## config.mk

```make
export PLATFORM = sky130hd
export DESIGN_NAME = retry_send_queue
export DESIGN_NICKNAME = d
export VERILOG_FILES = /design/src/sv/rsq_pkg.sv /design/src/sv/retry_send_queue.sv /design/src/sv/rsq_ram.sv /design/src/sv/rsq_apb.sv /design/src/sv/rsq_sched.sv
export VERILOG_INCLUDE_DIRS = /design/src /design/src/sv
export SDC_FILE = /design/constraint.sdc
export NUM_CORES = 1
export LEC_CHECK = 0
export BUFFER_PORTS_ARGS = -buffer_cell sky130_fd_sc_hd__buf_2
export CAP_MARGIN = 0
export CELL_PAD_IN_SITES_DETAIL_PLACEMENT = 1
export CELL_PAD_IN_SITES_GLOBAL_PLACEMENT = 1
export CORE_ASPECT_RATIO = 0.6
export CORE_MARGIN = 2
export CORE_UTILIZATION = 43
export CTS_CLUSTER_SIZE = 16
export DETAILED_ROUTE_END_ITERATION = 16
export GPL_ROUTABILITY_DRIVEN = 0
export GPL_TIMING_DRIVEN = 0
export PLACE_DENSITY = 0.81
export SLEW_MARGIN = 10
export SYNTH_ARGS = -nofsm -noshare
export SYNTH_HDL_FRONTEND = slang
export SYNTH_HIERARCHICAL = 1
export SYNTH_SLANG_ARGS = --single-unit
```

## constraint.sdc

```tcl
create_clock -name i_clk -period 4.3 [get_ports i_clk]
set_clock_uncertainty 0.05 [all_clocks]
set_input_delay 0.43 -clock i_clk [delete_from_list [all_inputs] [get_ports i_clk]]
set_output_delay 0.43 -clock i_clk [all_outputs]
set_load 0.02 [all_outputs]
```

## src/sv/retry_send_queue_macros.svh

```systemverilog
// assertion macros used by the retry send queue scheduler
`ifndef RETRY_SEND_QUEUE_MACROS_SVH
`define RETRY_SEND_QUEUE_MACROS_SVH

// same-cycle implication, disabled during reset
`define RSQ_ASSERT_NOW(label, clk, rst_n, ante, cons, msg) \
    label: assert property (@(posedge clk) disable iff (!rst_n) (ante) |-> (cons)) \
        else $error(msg);

// next-cycle implication, disabled during reset
`define RSQ_ASSERT_NEXT(label, clk, rst_n, ante, cons, msg) \
    label: assert property (@(posedge clk) disable iff (!rst_n) (ante) |=> (cons)) \
        else $error(msg);

`endif

```

## src/sv/rsq_pkg.sv

```systemverilog
// types and constants of the retry send queue
`default_nettype none

package rsq_pkg;

    localparam int QUEUE_DEPTH = 6;
    localparam int IDX_W       = (QUEUE_DEPTH > 1) ? $clog2(QUEUE_DEPTH) : 1;
    localparam int CNT_W       = $clog2(QUEUE_DEPTH + 1);
    localparam int CMD_W       = 8;
    localparam int PACE_W      = 32;
    localparam int ATT_W       = 4;
    localparam int APB_AW      = 3;
    localparam int APB_DW      = 32;

    localparam logic [ATT_W-1:0] ATT_RESET = 4'd3;

    localparam logic [APB_AW-3:0] REG_MAX_ATTEMPTS = 1'b0;

    typedef enum logic [1:0] {
        K_ENQ  = 2'd0,
        K_PACE = 2'd1,
        K_CONF = 2'd2,
        K_FAIL = 2'd3
    } t_kind;

    typedef enum logic [1:0] {
        FL_IDLE = 2'd0,
        FL_CMD  = 2'd1,
        FL_PACE = 2'd2
    } t_flight;

    typedef enum logic [1:0] {
        EV_NONE     = 2'd0,
        EV_REFUSED  = 2'd1,
        EV_DROPPED  = 2'd2,
        EV_GIVEN_UP = 2'd3
    } t_event;

    typedef struct packed {
        t_kind                    kind;
        logic [CMD_W-1:0]         command;
        logic signed [PACE_W-1:0] pace;
        logic                     outbox_free;
        logic                     send_accepted;
    } t_in_word;

    typedef struct packed {
        logic                     send_valid;
        logic                     send_is_pace;
        logic signed [PACE_W-1:0] send_value;
        logic [2:0]               queued_count;
        t_flight                  in_flight;
        t_event                   event_res;
    } t_out_word;

    typedef struct packed {
        logic             we;
        logic [IDX_W-1:0] waddr;
        logic [CMD_W-1:0] wdata;
        logic [IDX_W-1:0] raddr;
    } t_mem_req;

endpackage

`default_nettype wire

```

## src/sv/retry_send_queue.sv

```systemverilog
// top level of the retry send queue
//
// usage: one event word enters on i_cmd when start is high and busy is low.
// each accepted word yields exactly one result word on o_res, marked by
// o_done for a single cycle; the receiver cannot stall, so it must take the
// word in that cycle.
// timing: a word accepted at clock edge t is applied to the queue state and
// its command memory access is issued in that same cycle; busy is high for
// the next cycle while the registered read of the queue head comes back and
// the drain decision is made; o_done is high in the cycle after that.
// no new word is taken while busy is high, since the read of the command
// memory is registered.
// configuration: the retry limit sits at apb address 0 and may be written
// only while no word is being processed.
// reset: synchronous, active low; the queue empties, the pace slot clears,
// nothing is in flight and the retry limit returns to 3. the command memory
// itself is not cleared and needs no clearing pass.
`default_nettype none

module retry_send_queue (
    input  wire logic                          i_clk,
    input  wire logic                          i_rst_n,
    input  wire logic                          start,
    output logic                               busy,
    input  wire rsq_pkg::t_in_word             i_cmd,
    output logic                               o_done,
    output rsq_pkg::t_out_word                 o_res,
    input  wire logic                          psel,
    input  wire logic                          penable,
    input  wire logic                          pwrite,
    input  wire logic [rsq_pkg::APB_AW-1:0]    paddr,
    input  wire logic [rsq_pkg::APB_DW-1:0]    pwdata,
    output logic      [rsq_pkg::APB_DW-1:0]    prdata,
    output logic                               pready
);

    logic [rsq_pkg::ATT_W-1:0] max_attempts;
    rsq_pkg::t_mem_req         mem_req;
    logic [rsq_pkg::CMD_W-1:0] mem_rdata;

    rsq_apb u_apb (
        .i_clk          (i_clk),
        .i_rst_n        (i_rst_n),
        .psel           (psel),
        .penable        (penable),
        .pwrite         (pwrite),
        .paddr          (paddr),
        .pwdata         (pwdata),
        .prdata         (prdata),
        .pready         (pready),
        .o_max_attempts (max_attempts)
    );

    rsq_ram #(
        .WIDTH (rsq_pkg::CMD_W),
        .DEPTH (rsq_pkg::QUEUE_DEPTH)
    ) u_ram (
        .i_clk   (i_clk),
        .i_we    (mem_req.we),
        .i_waddr (mem_req.waddr),
        .i_wdata (mem_req.wdata),
        .i_raddr (mem_req.raddr),
        .o_rdata (mem_rdata)
    );

    rsq_sched u_sched (
        .i_clk          (i_clk),
        .i_rst_n        (i_rst_n),
        .start          (start),
        .busy           (busy),
        .i_cmd          (i_cmd),
        .i_max_attempts (max_attempts),
        .o_mem_req      (mem_req),
        .i_rdata        (mem_rdata),
        .o_done         (o_done),
        .o_res          (o_res)
    );

endmodule

`default_nettype wire

```

## src/sv/rsq_ram.sv

```systemverilog
// generic single-port-write ram with registered read
`default_nettype none

module rsq_ram #(
    parameter int WIDTH = 8,
    parameter int DEPTH = 6
) (
    input  wire logic                    i_clk,
    input  wire logic                    i_we,
    input  wire logic [((DEPTH > 1) ? $clog2(DEPTH) : 1)-1:0] i_waddr,
    input  wire logic [WIDTH-1:0]        i_wdata,
    input  wire logic [((DEPTH > 1) ? $clog2(DEPTH) : 1)-1:0] i_raddr,
    output logic      [WIDTH-1:0]        o_rdata
);

    logic [WIDTH-1:0] r_mem [DEPTH];
    logic [WIDTH-1:0] r_rdata;

    always_ff @(posedge i_clk) begin
        if (i_we) begin
            r_mem[i_waddr] <= i_wdata;
        end
        r_rdata <= r_mem[i_raddr];
    end

    assign o_rdata = r_rdata;

endmodule

`default_nettype wire

```

## src/sv/rsq_apb.sv

```systemverilog
// apb configuration register for the retry limit
`default_nettype none

module rsq_apb (
    input  wire logic                          i_clk,
    input  wire logic                          i_rst_n,
    input  wire logic                          psel,
    input  wire logic                          penable,
    input  wire logic                          pwrite,
    input  wire logic [rsq_pkg::APB_AW-1:0]    paddr,
    input  wire logic [rsq_pkg::APB_DW-1:0]    pwdata,
    output logic      [rsq_pkg::APB_DW-1:0]    prdata,
    output logic                               pready,
    output logic      [rsq_pkg::ATT_W-1:0]     o_max_attempts
);

    logic [rsq_pkg::ATT_W-1:0] r_max_att;
    logic [rsq_pkg::ATT_W-1:0] n_max_att;
    logic                      wr_hit;

    assign wr_hit = psel && penable && pwrite
                    && (paddr[rsq_pkg::APB_AW-1:2] == rsq_pkg::REG_MAX_ATTEMPTS);

    always_comb begin
        n_max_att = r_max_att;
        if (wr_hit) begin
            n_max_att = pwdata[rsq_pkg::ATT_W-1:0];
        end
    end

    always_ff @(posedge i_clk) begin
        if (!i_rst_n) begin
            r_max_att <= rsq_pkg::ATT_RESET;
        end else begin
            r_max_att <= n_max_att;
        end
    end

    always_comb begin
        case (paddr[rsq_pkg::APB_AW-1:2])
            rsq_pkg::REG_MAX_ATTEMPTS: prdata = rsq_pkg::APB_DW'(r_max_att);
            default:                   prdata = '0;
        endcase
    end

    assign pready         = 1'b1;
    assign o_max_attempts = r_max_att;

endmodule

`default_nettype wire

```

## src/sv/rsq_sched.sv

```systemverilog
// event update and drain sequencer around the command memory
`default_nettype none
`include "retry_send_queue_macros.svh"

module rsq_sched (
    input  wire logic                          i_clk,
    input  wire logic                          i_rst_n,
    input  wire logic                          start,
    output logic                               busy,
    input  wire rsq_pkg::t_in_word             i_cmd,
    input  wire logic [rsq_pkg::ATT_W-1:0]     i_max_attempts,
    output rsq_pkg::t_mem_req                  o_mem_req,
    input  wire logic [rsq_pkg::CMD_W-1:0]     i_rdata,
    output logic                               o_done,
    output rsq_pkg::t_out_word                 o_res
);

    typedef enum logic {
        S_IDLE,
        S_DRN
    } t_state;

    t_state                          r_state, n_state;
    logic [rsq_pkg::IDX_W-1:0]       r_head, n_head;
    logic [rsq_pkg::CNT_W-1:0]       r_count, n_count;
    logic                            r_pend, n_pend;
    logic signed [rsq_pkg::PACE_W-1:0] r_pval, n_pval;
    rsq_pkg::t_flight                r_flight, n_flight;
    logic [rsq_pkg::ATT_W-1:0]       r_att, n_att;
    rsq_pkg::t_event                 r_ev, n_ev;
    logic                            r_run, n_run;
    logic                            r_obf, n_obf;
    logic                            r_acc, n_acc;
    logic                            r_fwd, n_fwd;
    logic [rsq_pkg::CMD_W-1:0]       r_fwd_data, n_fwd_data;
    logic                            r_done, n_done;
    rsq_pkg::t_out_word              r_res, n_res;
    rsq_pkg::t_mem_req               mem_req;
    logic                            accept;

    function automatic logic [rsq_pkg::IDX_W-1:0] idx_inc(
        input logic [rsq_pkg::IDX_W-1:0] idx
    );
        logic [rsq_pkg::IDX_W-1:0] res;
        if (32'(idx) == rsq_pkg::QUEUE_DEPTH - 1) begin
            res = '0;
        end else begin
            res = idx + 1'b1;
        end
        return res;
    endfunction

    function automatic logic [rsq_pkg::IDX_W-1:0] idx_add(
        input logic [rsq_pkg::IDX_W-1:0] idx,
        input logic [rsq_pkg::CNT_W-1:0] cnt
    );
        logic [rsq_pkg::CNT_W:0] sum;
        sum = (rsq_pkg::CNT_W + 1)'(idx) + (rsq_pkg::CNT_W + 1)'(cnt);
        if (32'(sum) >= rsq_pkg::QUEUE_DEPTH) begin
            sum = sum - (rsq_pkg::CNT_W + 1)'(rsq_pkg::QUEUE_DEPTH);
        end
        return rsq_pkg::IDX_W'(sum);
    endfunction

    assign accept = start && (r_state == S_IDLE);
    assign busy   = (r_state == S_DRN);

    always_comb begin
        logic [rsq_pkg::ATT_W-1:0] att_inc;
        logic                      send;
        logic [rsq_pkg::CMD_W-1:0] head_data;

        n_state    = r_state;
        n_head     = r_head;
        n_count    = r_count;
        n_pend     = r_pend;
        n_pval     = r_pval;
        n_flight   = r_flight;
        n_att      = r_att;
        n_ev       = r_ev;
        n_run      = r_run;
        n_obf      = r_obf;
        n_acc      = r_acc;
        n_fwd      = r_fwd;
        n_fwd_data = r_fwd_data;
        n_done     = 1'b0;
        n_res      = r_res;
        mem_req    = '0;
        att_inc    = r_att + 1'b1;
        send       = 1'b0;
        head_data  = r_fwd ? r_fwd_data : i_rdata;

        if (accept) begin
            n_ev  = rsq_pkg::EV_NONE;
            n_run = 1'b1;
            n_obf = i_cmd.outbox_free;
            n_acc = i_cmd.send_accepted;
            case (i_cmd.kind)
                rsq_pkg::K_ENQ: begin
                    if (32'(r_count) == rsq_pkg::QUEUE_DEPTH) begin
                        if (r_flight == rsq_pkg::FL_CMD) begin
                            n_ev  = rsq_pkg::EV_REFUSED;
                            n_run = 1'b0;
                        end else begin
                            n_head  = idx_inc(r_head);
                            n_count = r_count - 1'b1;
                            n_ev    = rsq_pkg::EV_DROPPED;
                        end
                    end
                    if (n_ev != rsq_pkg::EV_REFUSED) begin
                        mem_req.we    = 1'b1;
                        mem_req.waddr = idx_add(n_head, n_count);
                        mem_req.wdata = i_cmd.command;
                        n_count       = n_count + 1'b1;
                    end
                end
                rsq_pkg::K_PACE: begin
                    n_pval = i_cmd.pace;
                    n_pend = 1'b1;
                end
                rsq_pkg::K_CONF: begin
                    if (r_flight == rsq_pkg::FL_CMD && r_count != '0) begin
                        n_head  = idx_inc(r_head);
                        n_count = r_count - 1'b1;
                    end
                    n_flight = rsq_pkg::FL_IDLE;
                    n_att    = '0;
                end
                rsq_pkg::K_FAIL: begin
                    n_flight = rsq_pkg::FL_IDLE;
                    if (att_inc >= i_max_attempts) begin
                        if (r_flight == rsq_pkg::FL_CMD && r_count != '0) begin
                            n_head  = idx_inc(r_head);
                            n_count = r_count - 1'b1;
                        end
                        if (r_flight != rsq_pkg::FL_IDLE) begin
                            n_ev = rsq_pkg::EV_GIVEN_UP;
                        end
                        n_att = '0;
                    end else begin
                        n_att = att_inc;
                        if (r_flight == rsq_pkg::FL_PACE) begin
                            n_pend = 1'b1;
                        end
                    end
                end
                default: begin
                    n_run = 1'b1;
                end
            endcase
            mem_req.raddr = n_head;
            n_fwd         = mem_req.we && (mem_req.waddr == n_head);
            n_fwd_data    = i_cmd.command;
            n_state       = S_DRN;
        end

        if (r_state == S_DRN) begin
            send = r_run && (r_flight == rsq_pkg::FL_IDLE)
                   && (r_count != '0 || r_pend) && r_obf && r_acc;
            n_res.send_valid   = send;
            n_res.send_is_pace = 1'b0;
            n_res.send_value   = '0;
            if (send) begin
                if (r_count != '0) begin
                    n_res.send_value = rsq_pkg::PACE_W'(head_data);
                    n_flight         = rsq_pkg::FL_CMD;
                end else begin
                    n_res.send_is_pace = 1'b1;
                    n_res.send_value   = r_pval;
                    n_flight           = rsq_pkg::FL_PACE;
                    n_pend             = 1'b0;
                end
            end
            n_res.queued_count = 3'(r_count);
            n_res.in_flight    = n_flight;
            n_res.event_res    = r_ev;
            n_done             = 1'b1;
            n_state            = S_IDLE;
        end
    end

    always_ff @(posedge i_clk) begin
        if (!i_rst_n) begin
            r_state  <= S_IDLE;
            r_head   <= '0;
            r_count  <= '0;
            r_pend   <= 1'b0;
            r_pval   <= '0;
            r_flight <= rsq_pkg::FL_IDLE;
            r_att    <= '0;
            r_ev     <= rsq_pkg::EV_NONE;
            r_run    <= 1'b0;
            r_done   <= 1'b0;
        end else begin
            r_state  <= n_state;
            r_head   <= n_head;
            r_count  <= n_count;
            r_pend   <= n_pend;
            r_pval   <= n_pval;
            r_flight <= n_flight;
            r_att    <= n_att;
            r_ev     <= n_ev;
            r_run    <= n_run;
            r_done   <= n_done;
        end
        r_obf      <= n_obf;
        r_acc      <= n_acc;
        r_fwd      <= n_fwd;
        r_fwd_data <= n_fwd_data;
        r_res      <= n_res;
    end

    assign o_mem_req = mem_req;
    assign o_done    = r_done;
    assign o_res     = r_res;

    `RSQ_ASSERT_NEXT(a_drain_done, i_clk, i_rst_n, r_state == S_DRN, r_done, "drain without result")
    `RSQ_ASSERT_NOW(a_count_bound, i_clk, i_rst_n, 1'b1, 32'(r_count) <= rsq_pkg::QUEUE_DEPTH, "fifo count overflow")
    `RSQ_ASSERT_NOW(a_send_flight, i_clk, i_rst_n, r_done && r_res.send_valid, r_res.in_flight != rsq_pkg::FL_IDLE, "send without flight")
    `RSQ_ASSERT_NOW(a_refuse_quiet, i_clk, i_rst_n, r_done && r_res.event_res == rsq_pkg::EV_REFUSED, !r_res.send_valid && r_res.in_flight == rsq_pkg::FL_CMD, "refused word sent")

endmodule

`default_nettype wire

```

# After elaboration in Yosys (flattened, before gate mapping)

Memories as Yosys holds them, arrays and structs flattened. A register that Yosys moved wholly into a read port is not among the register bits.
Index checks and enable logic that the tools add are counted.

Bits in registers: 106
Bits in writable memories: 48
Word-level logic and storage cells: 122
Memories kept: 1

Memories:

| name        | words | bits a word | read ports | clocked after Yosys merged registers in | wr ports | RTL line      | RTL |
|---|---|---|---|---|---|---|---|
| u_ram.r_mem | 6     | 8           | 1          | 1                                       | 1        | rsq_ram.sv:16 | `logic [WIDTH-1:0] r_mem [DEPTH];` |

$add $sub $neg: 6
$lt $le $gt $ge: 2
Equal/unequal tests: 10
Multiplexer cells: 54
Bitwise operators: 4
Reduce and logical (&&, ||, !) cells: 23

Operator list:

| operator                                                          | count |
|---|---|
| two-way mux 3 bit                                                 | 16 |
| two-way mux 12 bit                                                | 3 |
| two-way mux 2 bit                                                 | 11 |
| case mux 3 bit (3 select lines)                                   | 2 |
| two-way mux 8 bit                                                 | 2 |
| two-way mux 15 bit                                                | 1 |
| two-way mux 1 bit                                                 | 14 |
| logical AND 1 bit                                                 | 10 |
| two-way mux 4 bit                                                 | 2 |
| case mux 4 bit (2 select lines)                                   | 1 |
| adder 3 x 1 -> 3 bit, second input constant                       | 2 |
| equality test 2 bit, second input constant                        | 3 |
| equality test 3 bit, second input constant                        | 2 |
| nonzero test 3 bit                                                | 2 |
| OR reduction 2 bit                                                | 3 |
| adder 3 x 3 -> 4 bit                                              | 1 |
| adder 4 x 1 -> 4 bit, second input constant                       | 1 |
| equality test 2 x 1 -> 1 bit, second input constant               | 2 |
| greater-or-equal comparator 4 x 3 -> 1 bit, second input constant | 1 |
| greater-or-equal comparator 4 bit                                 | 1 |
| zero test 2 bit                                                   | 2 |
| != test 2 x 1 -> 1 bit, second input constant                     | 2 |
| NOT 1 bit                                                         | 4 |
| case mux 2 bit (2 select lines)                                   | 1 |
| other kinds (8)                                                   | 10 |

# Depth between registers and ports, before layout

Gate-level depths: netlist of the first run.

Depth in word-level cells: 15
Gate-level depth with buffers: 16

# Cells and area by module

Netlist of the first run, hierarchy kept.

Modules (own cells, without submodules):

| module    | times used | cells each | area each (um^2) | seq. area each (um^2) |
|---|---|---|---|---|
| rsq_sched | 1          | 447        | 4707.0           | 2562.5 |
| rsq_ram   | 1          | 113        | 2078.2           | 1601.5 |
| rsq_apb   | 1          | 53         | 441.7            | 80.1 |

# Worst setup path before layout of the first run

OpenSTA, ideal clock, no wires.

Path type: register to register
Start: reg u_sched/r_count[0] in the netlist's numbering
End: mem u_ram.r_mem[0][0], enable pin
Setup time: 0.383 ns
Data arrival time: 3.121 ns
Slack: 0.746 ns
Stages on the path, launching flop included: 13
Path buffers: 1
Period minus slack after synthesis: 3.554 ns
Path through: dfxtp_1 > inv_1 > ha_1 > and2_1 > clkbuf_1 > nand3_1 > mux2_2 > ha_1 > a21o_1 > a21oi_1 > mux2i_1 > nor3_1 > nor3_1

RTL lines:

| element                | RTL line         | RTL |
|---|---|---|
| start, declared        | rsq_sched.sv:25  | `logic [rsq_pkg::CNT_W-1:0] r_count, n_count;` |
| start signal, assigned | rsq_sched.sv:197 | `r_count <= n_count;` |
| end, declared          | rsq_ram.sv:16    |  |

==> metrics, run 1 <==
vias per std cell=4.99; effective utilization at floorplan=44.2%; Final nets=about 860; peak supply drop=0.200 mV; netlist area before placement=7230 µm²; hold-fix buffers at CTS=0; Site Rows=36; clock latency on the worst-skew pair=420 ps; via count=4992; root cell of the clock tree=sky130_fd_sc_hd__clkbuf_16; data required time of the critical path=roughly 4300 ps; number of DRC markers in iteration 0=348; hpwl dp=approximately 13000 µm; remaining global-route overflow=0; number of instances in the synthesized netlist=between 600 and 700; Floorplan Core Area=around 16000 µm²; total of max-cap violations=0; number of hold violations in the final report=0; relative slew slack=between 20 and 30%; antenna violations before repair=0; commonest non-fill, non-tap cell in the layout=sky130_fd_sc_hd__buf_2; post-synthesis to final-layout area growth=21.8%; crit path DAT=3910 ps; maximum net fanout on the critical path=8; startpoint type of the worst setup path=flip-flop; number of buffers on the longest clock path=2; clock transition time at the flip-flop clock pins of the worst setup and hold paths=around 70 ps; number of post-CTS setup repair buffers=0; Worst-Margin Slew=around 1100 ps; setup tns final=0 ps; final hold slack=about 130 ps; Post-Synthesis Mean Instance Area=between 10 and 15 µm²; diode count=0; die area=17900 µm²; flip-flop and latch count after synthesis=roughly 160; number of cells upsized or downsized after cts=4; I/O Buffers=101; final non-filler cell total=1001; routed wire length per instance=approximately 18 µm; Residual DRC=0; type of the tightest min-delay check=input pin to flip-flop; htree depth=4; static leakage=about 3.4 nW; vias in the first global route=about 5.3k; Antenna Nets Post-Route=0; highest-count cells in the layout ignoring fill and taps=102 x sky130_fd_sc_hd__buf_2, 100 x sky130_fd_sc_hd__edfxtp_1, 87 x sky130_fd_sc_hd__nand2_1, 61 x sky130_fd_sc_hd__dfxtp_1, 41 x sky130_fd_sc_hd__and2_1; crit end category=flip-flop; fraction of layout cells with a size suffix above 1=roughly a quarter; count of distinct cell types in the synthesized netlist=between 60 and 70; kind of critical path=flip-flop to flip-flop; clock tree from TritonCTS=built; first-pass GRT wire length=between 20000 and 30000 µm; TritonCTS Sinks=about 160; maximum number of pins on one net before global-route repair=26; FFs w/ async S/R, synth=0%; highest achievable clock rate=approximately 260 MHz; height of the chip=~100 µm; max-slew violation count=0; prevailing post-synth register cell=sky130_fd_sc_hd__edfxtp_1; Tot GR Track Use=about 20%; ports placed on the boundary=about 160; run status=finished, final reports clean; final worst path period share=91.0%; CTS buffer count=17; Post-Route WL=17700 µm; number of synthesized flops with an enable pin=100; unrepaired setup endpoints after global routing=no; Seq/Total Area, Yosys=58.7%; number of placed instances, taps included=970; count of TritonRoute iterations in the first routing pass=5; total number of yosys warnings=6; total of fill cells in the finished design=between 1.5k and 2k; Period minus WS final=~4000 ps; endpoints failing setup=0; Cell Pwr Density=roughly 410 nW/µm²; Die Span X=between 150 and 200 µm
[logic make-up after synthesis]
family / after synthesis / share of synthesized area, %
AND/OR/NAND/NOR: 201 / 13.9
AO/OA/AOI/OAI: 108 / 11.3
flip-flops: 162 / 58.7
XOR/XNOR: 11 / 1.33
adder cells (fa/ha/maj): 17 / 3.05
buffers and inverters: 73 / 6.22
multiplexers: 39 / 5.44
other: 2 / 0.104
[state kept, by name (all words and copies together), names as in the netlist, 2 cells and up]
| name | cells |
|---|---|
| u_sched/o_res | 41 |
| u_sched/r_head | 3 |
| u_sched/r_fwd_data | 8 |
| u_sched/r_count | 3 |
| u_ram/r_mem | 48 |
| u_ram/o_rdata | 8 |
| u_sched/r_ev | 2 |
| u_sched/r_att | 4 |
| u_apb/o_max_attempts | 4 |
| u_sched/r_flight | 2 |
| u_sched/r_pval | 32 |
[per-layer routing]
| metal | share of wire [%] | up-vias | track usage [%] |
|---|---|---|---|
| met4 | 0.56 | 0 | 5.45 |
| met2 | 47 | 128 | 32.3 |
| li1 | - | 2401 | - |
| met1 | 47 | 2457 | 28.7 |
| met3 | 5.1 | 6 | 4.45 |
| met5 | 0 | - | 0 |
[cells in the mapped netlist (3+ instances only)]
cell type | n | share of area [%]
sky130_fd_sc_hd__nor2_1 | 27 | 1.4
sky130_fd_sc_hd__a21o_1 | 3 | 0.31
sky130_fd_sc_hd__xnor2_1 | 7 | 0.85
sky130_fd_sc_hd__buf_4 | 31 | 3.2
sky130_fd_sc_hd__buf_6 | 4 | 0.62
sky130_fd_sc_hd__nand3_1 | 4 | 0.28
sky130_fd_sc_hd__clkbuf_1 | 17 | 0.88
sky130_fd_sc_hd__nor2b_1 | 10 | 0.87
sky130_fd_sc_hd__xor2_1 | 4 | 0.48
sky130_fd_sc_hd__nor3_1 | 3 | 0.21
sky130_fd_sc_hd__a21boi_1 | 25 | 2.6
sky130_fd_sc_hd__a21boi_0 | 10 | 1.0
sky130_fd_sc_hd__a21oi_1 | 12 | 0.83
sky130_fd_sc_hd__o21ai_0 | 9 | 0.62
sky130_fd_sc_hd__edfxtp_1 | 100 | 42
sky130_fd_sc_hd__a22o_1 | 10 | 1.2
sky130_fd_sc_hd__and3_1 | 3 | 0.26
sky130_fd_sc_hd__ha_1 | 16 | 2.8
sky130_fd_sc_hd__and2_1 | 41 | 3.5
sky130_fd_sc_hd__a21oi_2 | 5 | 0.61
sky130_fd_sc_hd__mux2i_1 | 37 | 5.1
sky130_fd_sc_hd__and2b_2 | 4 | 0.48
sky130_fd_sc_hd__dfxtp_1 | 62 | 17
sky130_fd_sc_hd__o21ai_1 | 4 | 0.28
sky130_fd_sc_hd__buf_1 | 4 | 0.21
sky130_fd_sc_hd__o211ai_1 | 3 | 0.31
sky130_fd_sc_hd__nand2b_1 | 7 | 0.61
sky130_fd_sc_hd__a211oi_1 | 9 | 0.93
sky130_fd_sc_hd__nand2_1 | 87 | 4.5
sky130_fd_sc_hd__inv_1 | 12 | 0.62
[final timing paths]
check                             to  cells after the start               start  slack (ps)
setup reg to reg   u_ram/r_mem[0][0]                     12  u_sched/r_count[0]         390
hold / removal         u_sched/r_obf                      1            i_cmd[1]         130
setup / recovery   u_ram/r_mem[0][0]                     12  u_sched/r_count[0]         390
hold reg to reg   u_sched/r_pval[27]                      2  u_sched/r_pval[27]         410
[layout make-up]
cell class                      count  area (µm²)  share of cell area, %
Timing Repair Buffer              102         526                   5.97
Multi-Input combinational cell    405        2680                   30.5
Buffer                             58         393                   4.46
Clock inverter                     14         189                   2.15
Clock buffer                       18         429                   4.88
Inverter                           14        52.6                  0.597
Tap cell                          228         285                   3.24
Sequential cell                   162        4250                   48.2
[through the flow]
stage                     area, µm²  total power, W  util (%)  setup WS, ps
after floorplan                7330         0.00193         -           746
after global placement         8120         0.00202      49.7          -311
after detailed placement       8150         0.00204      49.8          -115
after CTS                      8780         0.00361      53.7          14.3
after global routing           8800         0.00371      53.8          34.1
final                          8800         0.00359      53.8           388
[power by group]
group	switching [W]	internal, W
sequential	0.0000246	0.00169
clock	0.000693	0.000892
combinational	0.000183	0.000113
total	0.000901	0.00269
[worst max-delay path, stage by stage, from the launching register on]
cell and delay (ps):
sky130_fd_sc_hd__dfxtp_1 350, sky130_fd_sc_hd__inv_1 150, sky130_fd_sc_hd__ha_1 270, sky130_fd_sc_hd__and2_1 390, sky130_fd_sc_hd__nand2_1 210, sky130_fd_sc_hd__o21ai_0 300, sky130_fd_sc_hd__inv_1 110, sky130_fd_sc_hd__fa_1 410
sky130_fd_sc_hd__xnor2_1 200, sky130_fd_sc_hd__nor2_1 80, sky130_fd_sc_hd__mux2i_1 240, sky130_fd_sc_hd__nor3_2 110, sky130_fd_sc_hd__nor3_2 670
Power figures use the tool's default switching activity.
==> run 2, diff against run 1 <==
--- a/config.mk
+++ b/config.mk
@@ -13,6 +13,7 @@
 export CORE_ASPECT_RATIO = 0.6
 export CORE_MARGIN = 2
 export CORE_UTILIZATION = 43
+export CTS_BUF_LIST = sky130_fd_sc_hd__clkbuf_16
 export CTS_CLUSTER_SIZE = 16
 export DETAILED_ROUTE_END_ITERATION = 16
 export GPL_ROUTABILITY_DRIVEN = 0
==> constraint.sdc (replaced) <==
create_clock -name i_clk -period 3.6 [get_ports i_clk]
set_clock_uncertainty 0.05 [all_clocks]
set_input_delay 0.36 -clock i_clk [delete_from_list [all_inputs] [get_ports i_clk]]
set_output_delay 0.36 -clock i_clk [all_outputs]
set_load 0.02 [all_outputs]
==> metrics, run 2 (synthesis results as in run 1) <==
setup slack on the worst flop-to-flop path=roughly 170 ps; crit path DAT=approximately 3500 ps; hpwl dp=between 10000 and 15000 µm; post-synthesis to final-layout area growth=24.6%; antenna violations before repair=0; static leakage=3.51 nW; Antenna Nets Post-Route=0; number of DRC markers in iteration 0=between 300 and 400; final non-filler cell total=1008; highest-count cells in the layout ignoring fill and taps=102 x sky130_fd_sc_hd__buf_2, 100 x sky130_fd_sc_hd__edfxtp_1, 86 x sky130_fd_sc_hd__nand2_1, 60 x sky130_fd_sc_hd__dfxtp_1, 40 x sky130_fd_sc_hd__and2_1; total of max-cap violations=0; start point of the critical path=u_sched/r_count[0]; data required time of the critical path=3690 ps; htree depth=4; Floorplan Core Area=16400 µm²; number of buffers on the longest clock path=2; Tot GR Track Use=between 20% and 30%; Largest register FFs=48; CTS buffer count=17; clock transition time at the flip-flop clock pins of the worst setup and hold paths=about 70 ps; Worst-Margin Slew=between 1000 and 1500 ps; Final nets=869; clock tree from TritonCTS=built; unrepaired setup endpoints after global routing=no; clock latency on the worst-skew pair=approximately 420 ps; highest achievable clock rate=about 290 MHz; via count=roughly 5k; R2R Path Start=u_sched/r_count[0]; relative slew slack=~28%; commonest non-fill, non-tap cell in the layout=sky130_fd_sc_hd__buf_2; crit end category=flip-flop; maximum net fanout on the critical path=8; max-slew violation count=0; routed wire length per instance=18.3 µm; root cell of the clock tree=sky130_fd_sc_hd__clkbuf_16; run status=finished, final reports clean; ports placed on the boundary=161; I/O Buffers=around 100; Site Rows=36; endpoint of the worst-slack reg-to-reg timing path=u_ram/r_mem[2][0]; kind of critical path=flip-flop to flip-flop; vias per std cell=~5.1; hold-fix buffers at CTS=0; peak supply drop=approximately 0.24 mV; Die Span X=171 µm; height of the chip=roughly 100 µm; remaining global-route overflow=0; number of hold violations in the final report=0; TritonCTS Sinks=about 160; startpoint type of the worst setup path=flip-flop; end point of the critical path=u_ram/r_mem[2][0]; Most flops, register=u_ram/r_mem; Post-Route WL=~18000 µm; diode count=0; die area=17900 µm²; endpoints failing setup=0; effective utilization at floorplan=44.2%; type of the tightest min-delay check=input pin to flip-flop; count of TritonRoute iterations in the first routing pass=5; maximum number of pins on one net before global-route repair=26; Cell Pwr Density=478 nW/µm²; vias in the first global route=5475; final total power=between 0.004 and 0.005 W; number of placed instances, taps included=970; fraction of layout cells with a size suffix above 1=about 28%; logic depth of the worst register-to-register path=14; Residual DRC=0; final worst path period share=a little over nine tenths; first-pass GRT wire length=roughly 29000 µm; Period minus WS final=between 3000 and 4000 ps; worst hold stages=1
-- run 2: cell types whose count changed in the layout (fill, tap and decap cells not counted), sizes merged --
| cell | delta |
|---|---|
| buf | +7 |
| clkbuf | -1 |
| inv | +1 |
-- run 2: worst min path at each step --
stage / startpoint / end / slack (ps)
6_report: i_cmd[0] / u_sched/r_acc / 60
5_1_grt: i_cmd[0] / u_sched/r_acc / 40
4_1_cts: i_cmd[1] / u_sched/r_obf / 50
3_5_place_dp: u_sched/r_ev[0] / u_sched/o_res[0] / 400
3_3_place_gp: u_sched/r_pval[16] / u_sched/r_pval[16] / 390
2_1_floorplan: u_sched/r_ev[0] / u_sched/o_res[0] / 360
-- run 2: power breakdown --
group	leakage [nW]	total (W)	internal (W)	switching, W
clock	0.305	0.00189	0.00106	0.000826
combinational	1.75	0.000368	0.000140	0.000228
sequential	1.46	0.00205	0.00202	0.0000308
total	3.51	0.00430	0.00322	0.00108
-- run 2: final cells by class --
cell class | count | area [µm²]
Fill cell | 1767 | 7340
Clock buffer | 17 | 425
Inverter | 14 | 52.6
Tap cell | 228 | 285
Timing Repair Buffer | 109 | 653
Sequential cell | 162 | 4250
Clock inverter | 15 | 193
Multi-Input combinational cell | 405 | 2760
Buffer | 58 | 394
-- run 2: what timing repair did --
action / in CTS / in global routing
gates cloned: 0 / 0
setup endpoints to repair: 48 / 48
setup buffers: 7 / 0
gates resized for setup: 21 / 10
pin swaps: 6 / 0
-- run 2: metrics by stage --
stage / setup TNS [ps] / setup slack (ps) / instance area (µm²) / util (%) / hold slack, ps
3_3_place_gp: -30990 / -1010 / 8120 / 49.7 / 386
4_1_cts: 0 / 13.7 / 8970 / 54.9 / 48.3
5_1_grt: 0 / 13.3 / 9010 / 55.1 / 41.5
6_report: 0 / 169 / 9010 / 55.1 / 62.3
3_5_place_dp: -31360 / -815 / 8150 / 49.8 / 400
2_1_floorplan: 0 / 45.6 / 7330 / - / 358
-- run 2: routing by layer --
layer	routed length (µm)	global-route usage, %	vias to the layer above
li1	-	-	2421
met1	8530	28.8	2496
met2	8820	34.0	155
met3	828	4.98	24
met4	239	5.87	0
met5	0	0	-
-- run 2: critical path, cell delays in order, from the launching register on --
cell	delay (ps)
sky130_fd_sc_hd__dfxtp_1	420
sky130_fd_sc_hd__inv_2	90
sky130_fd_sc_hd__ha_2	230
sky130_fd_sc_hd__and2_4	210
sky130_fd_sc_hd__nand3_1	130
sky130_fd_sc_hd__mux2_2	370
sky130_fd_sc_hd__ha_1	300
sky130_fd_sc_hd__a21o_1	190
sky130_fd_sc_hd__a21oi_2	180
sky130_fd_sc_hd__nand2b_1	130
sky130_fd_sc_hd__a21o_1	180
sky130_fd_sc_hd__nor2_4	80
sky130_fd_sc_hd__nand2b_2	270
sky130_fd_sc_hd__nor2_4	170
sky130_fd_sc_hd__buf_12	150
==> run 3, diff against run 2 <==
--- a/config.mk
+++ b/config.mk
@@ -19,6 +19,7 @@
 export GPL_ROUTABILITY_DRIVEN = 0
 export GPL_TIMING_DRIVEN = 0
 export PLACE_DENSITY = 0.81
+export RECOVER_POWER = 100
 export SLEW_MARGIN = 10
 export SYNTH_ARGS = -nofsm -noshare
 export SYNTH_HDL_FRONTEND = slang
==> metrics, run 3 (synthesis results as in run 1) <==
CTS buffer count=17; routed wire length per instance=about 18 µm; maximum number of pins on one net before global-route repair=26; peak supply drop=approximately 0.28 mV; Cell Pwr Density=486 nW/µm²; hpwl dp=between 10000 and 15000 µm; max-slew violation count=0; Post-Route WL=roughly 19000 µm; highest achievable clock rate=about 290 MHz; static leakage=3.33 nW; Residual DRC=0; final worst path period share=around 96%; remaining global-route overflow=0; vias per std cell=roughly 5.0; ports placed on the boundary=between 150 and 200; total of max-cap violations=0; relative slew slack=12.5%; I/O Buffers=roughly 100; antenna violations before repair=0; total of fill cells in the finished design=roughly 1.8k; Floorplan Core Area=around 16000 µm²; number of hold violations in the final report=0; hold-fix buffers at CTS=0; clock latency on the worst-skew pair=between 400 and 500 ps; root cell of the clock tree=sky130_fd_sc_hd__clkbuf_16; Period minus WS final=between 3000 and 4000 ps; launch point of the worst hold path=i_cmd[0]; R2R Path Start=u_sched/r_count[0]; start point of the critical path=u_sched/r_count[0]; maximum net fanout on the critical path=8; clock tree from TritonCTS=built; startpoint type of the worst setup path=flip-flop; first-pass GRT wire length=29000 µm; setup slack on the worst flop-to-flop path=roughly 150 ps; Largest register FFs=48; crit path DAT=around 3500 ps; data required time of the critical path=3690 ps; run status=finished, final reports clean; number of buffers on the longest clock path=2; endpoints failing setup=0; diode count=0; crit end category=flip-flop; commonest non-fill, non-tap cell in the layout=sky130_fd_sc_hd__edfxtp_1; Antenna Nets Post-Route=0; height of the chip=approximately 100 µm; Final nets=869; via count=between 5k and 6k; Die Span X=around 170 µm; TritonCTS Sinks=about 160; DP Worst Slack=-815 ps; fraction of layout cells with a size suffix above 1=about a fifth; number of DRC markers in iteration 0=~370; post-route worst setup slack=~150 ps; instance area after placement=8150 µm²; unrepaired setup endpoints after global routing=no; Final Core Density=around 54%; Final Cell Area=between 8000 and 9000 µm²; kind of critical path=flip-flop to flip-flop; highest-count cells in the layout ignoring fill and taps=100 x sky130_fd_sc_hd__edfxtp_1, 86 x sky130_fd_sc_hd__nand2_1, 73 x sky130_fd_sc_hd__clkbuf_1, 60 x sky130_fd_sc_hd__dfxtp_1, 45 x sky130_fd_sc_hd__buf_2; clock transition time at the flip-flop clock pins of the worst setup and hold paths=approximately 70 ps; effective utilization at floorplan=roughly 44%; type of the tightest min-delay check=input pin to flip-flop; die area=around 18000 µm²; vias in the first global route=approximately 5.5k; Site Rows=36; post-synthesis to final-layout area growth=22.2%; Tot GR Track Use=roughly a fifth; Worst-Margin Slew=1300 ps; count of TritonRoute iterations in the first routing pass=5; Most flops, register=u_ram/r_mem; htree depth=4
[run 3: routing by layer]
metal	wire, µm	track usage, %	vias up
met5	0	0	-
met1	8640	28.8	2483
li1	-	-	2417
met4	238	5.87	0
met2	8790	34.0	167
met3	899	4.98	21
[run 3: worst paths after layout]
kind	end	cells past startpoint
setup reg to reg	u_ram/r_mem[4][7]	13
hold reg to reg	u_sched/r_pval[27]	2
setup / recovery	u_ram/r_mem[4][7]	13
hold / removal	u_sched/r_acc	1
[run 3: where the power goes]
group          internal [W]  switching [W]
registers           0.00202      0.0000312
clock network       0.00106       0.000830
logic              0.000130       0.000224
total               0.00321        0.00109
[run 3: layout make-up]
type	count	area, µm²	area share [%]
timing repair buffer	109	571	6.46
clock inverter	15	193	2.18
clock buffer	17	425	4.82
tap	228	285	3.23
inverter	14	52.6	0.595
buffer	58	385	4.36
multi-input combinational	405	2680	30.3
sequential	162	4250	48.1
[run 3: worst max-delay path, stage by stage (launching register included)]
cell and delay [ps]:
sky130_fd_sc_hd__dfxtp_1 420, sky130_fd_sc_hd__inv_2 90, sky130_fd_sc_hd__ha_2 230, sky130_fd_sc_hd__and2_4 210, sky130_fd_sc_hd__nand3_1 130, sky130_fd_sc_hd__mux2_2 370
sky130_fd_sc_hd__ha_1 300, sky130_fd_sc_hd__a21o_1 190, sky130_fd_sc_hd__a21oi_2 170, sky130_fd_sc_hd__mux2i_1 290, sky130_fd_sc_hd__nor3_2 100, sky130_fd_sc_hd__nand2b_1 210
sky130_fd_sc_hd__nor2_1 240, sky130_fd_sc_hd__buf_12 170
[run 3: stage by stage]
step                hold slack, ps  cells  TNS [ps]  power (W)
floorplan                      358    640         0    0.00231
global placement               386    969    -30990    0.00241
detailed placement             400    970    -31360    0.00244
CTS                           48.3   1008         0    0.00432
global route                  41.5   1008         0    0.00442
finish                        58.7   1008         0    0.00429
[run 3: repair_timing]
action,CTS,global route
pin swaps,6,0
resized for setup,21,10
endpoints found under the setup margin,48,48
buffers inserted,7,0
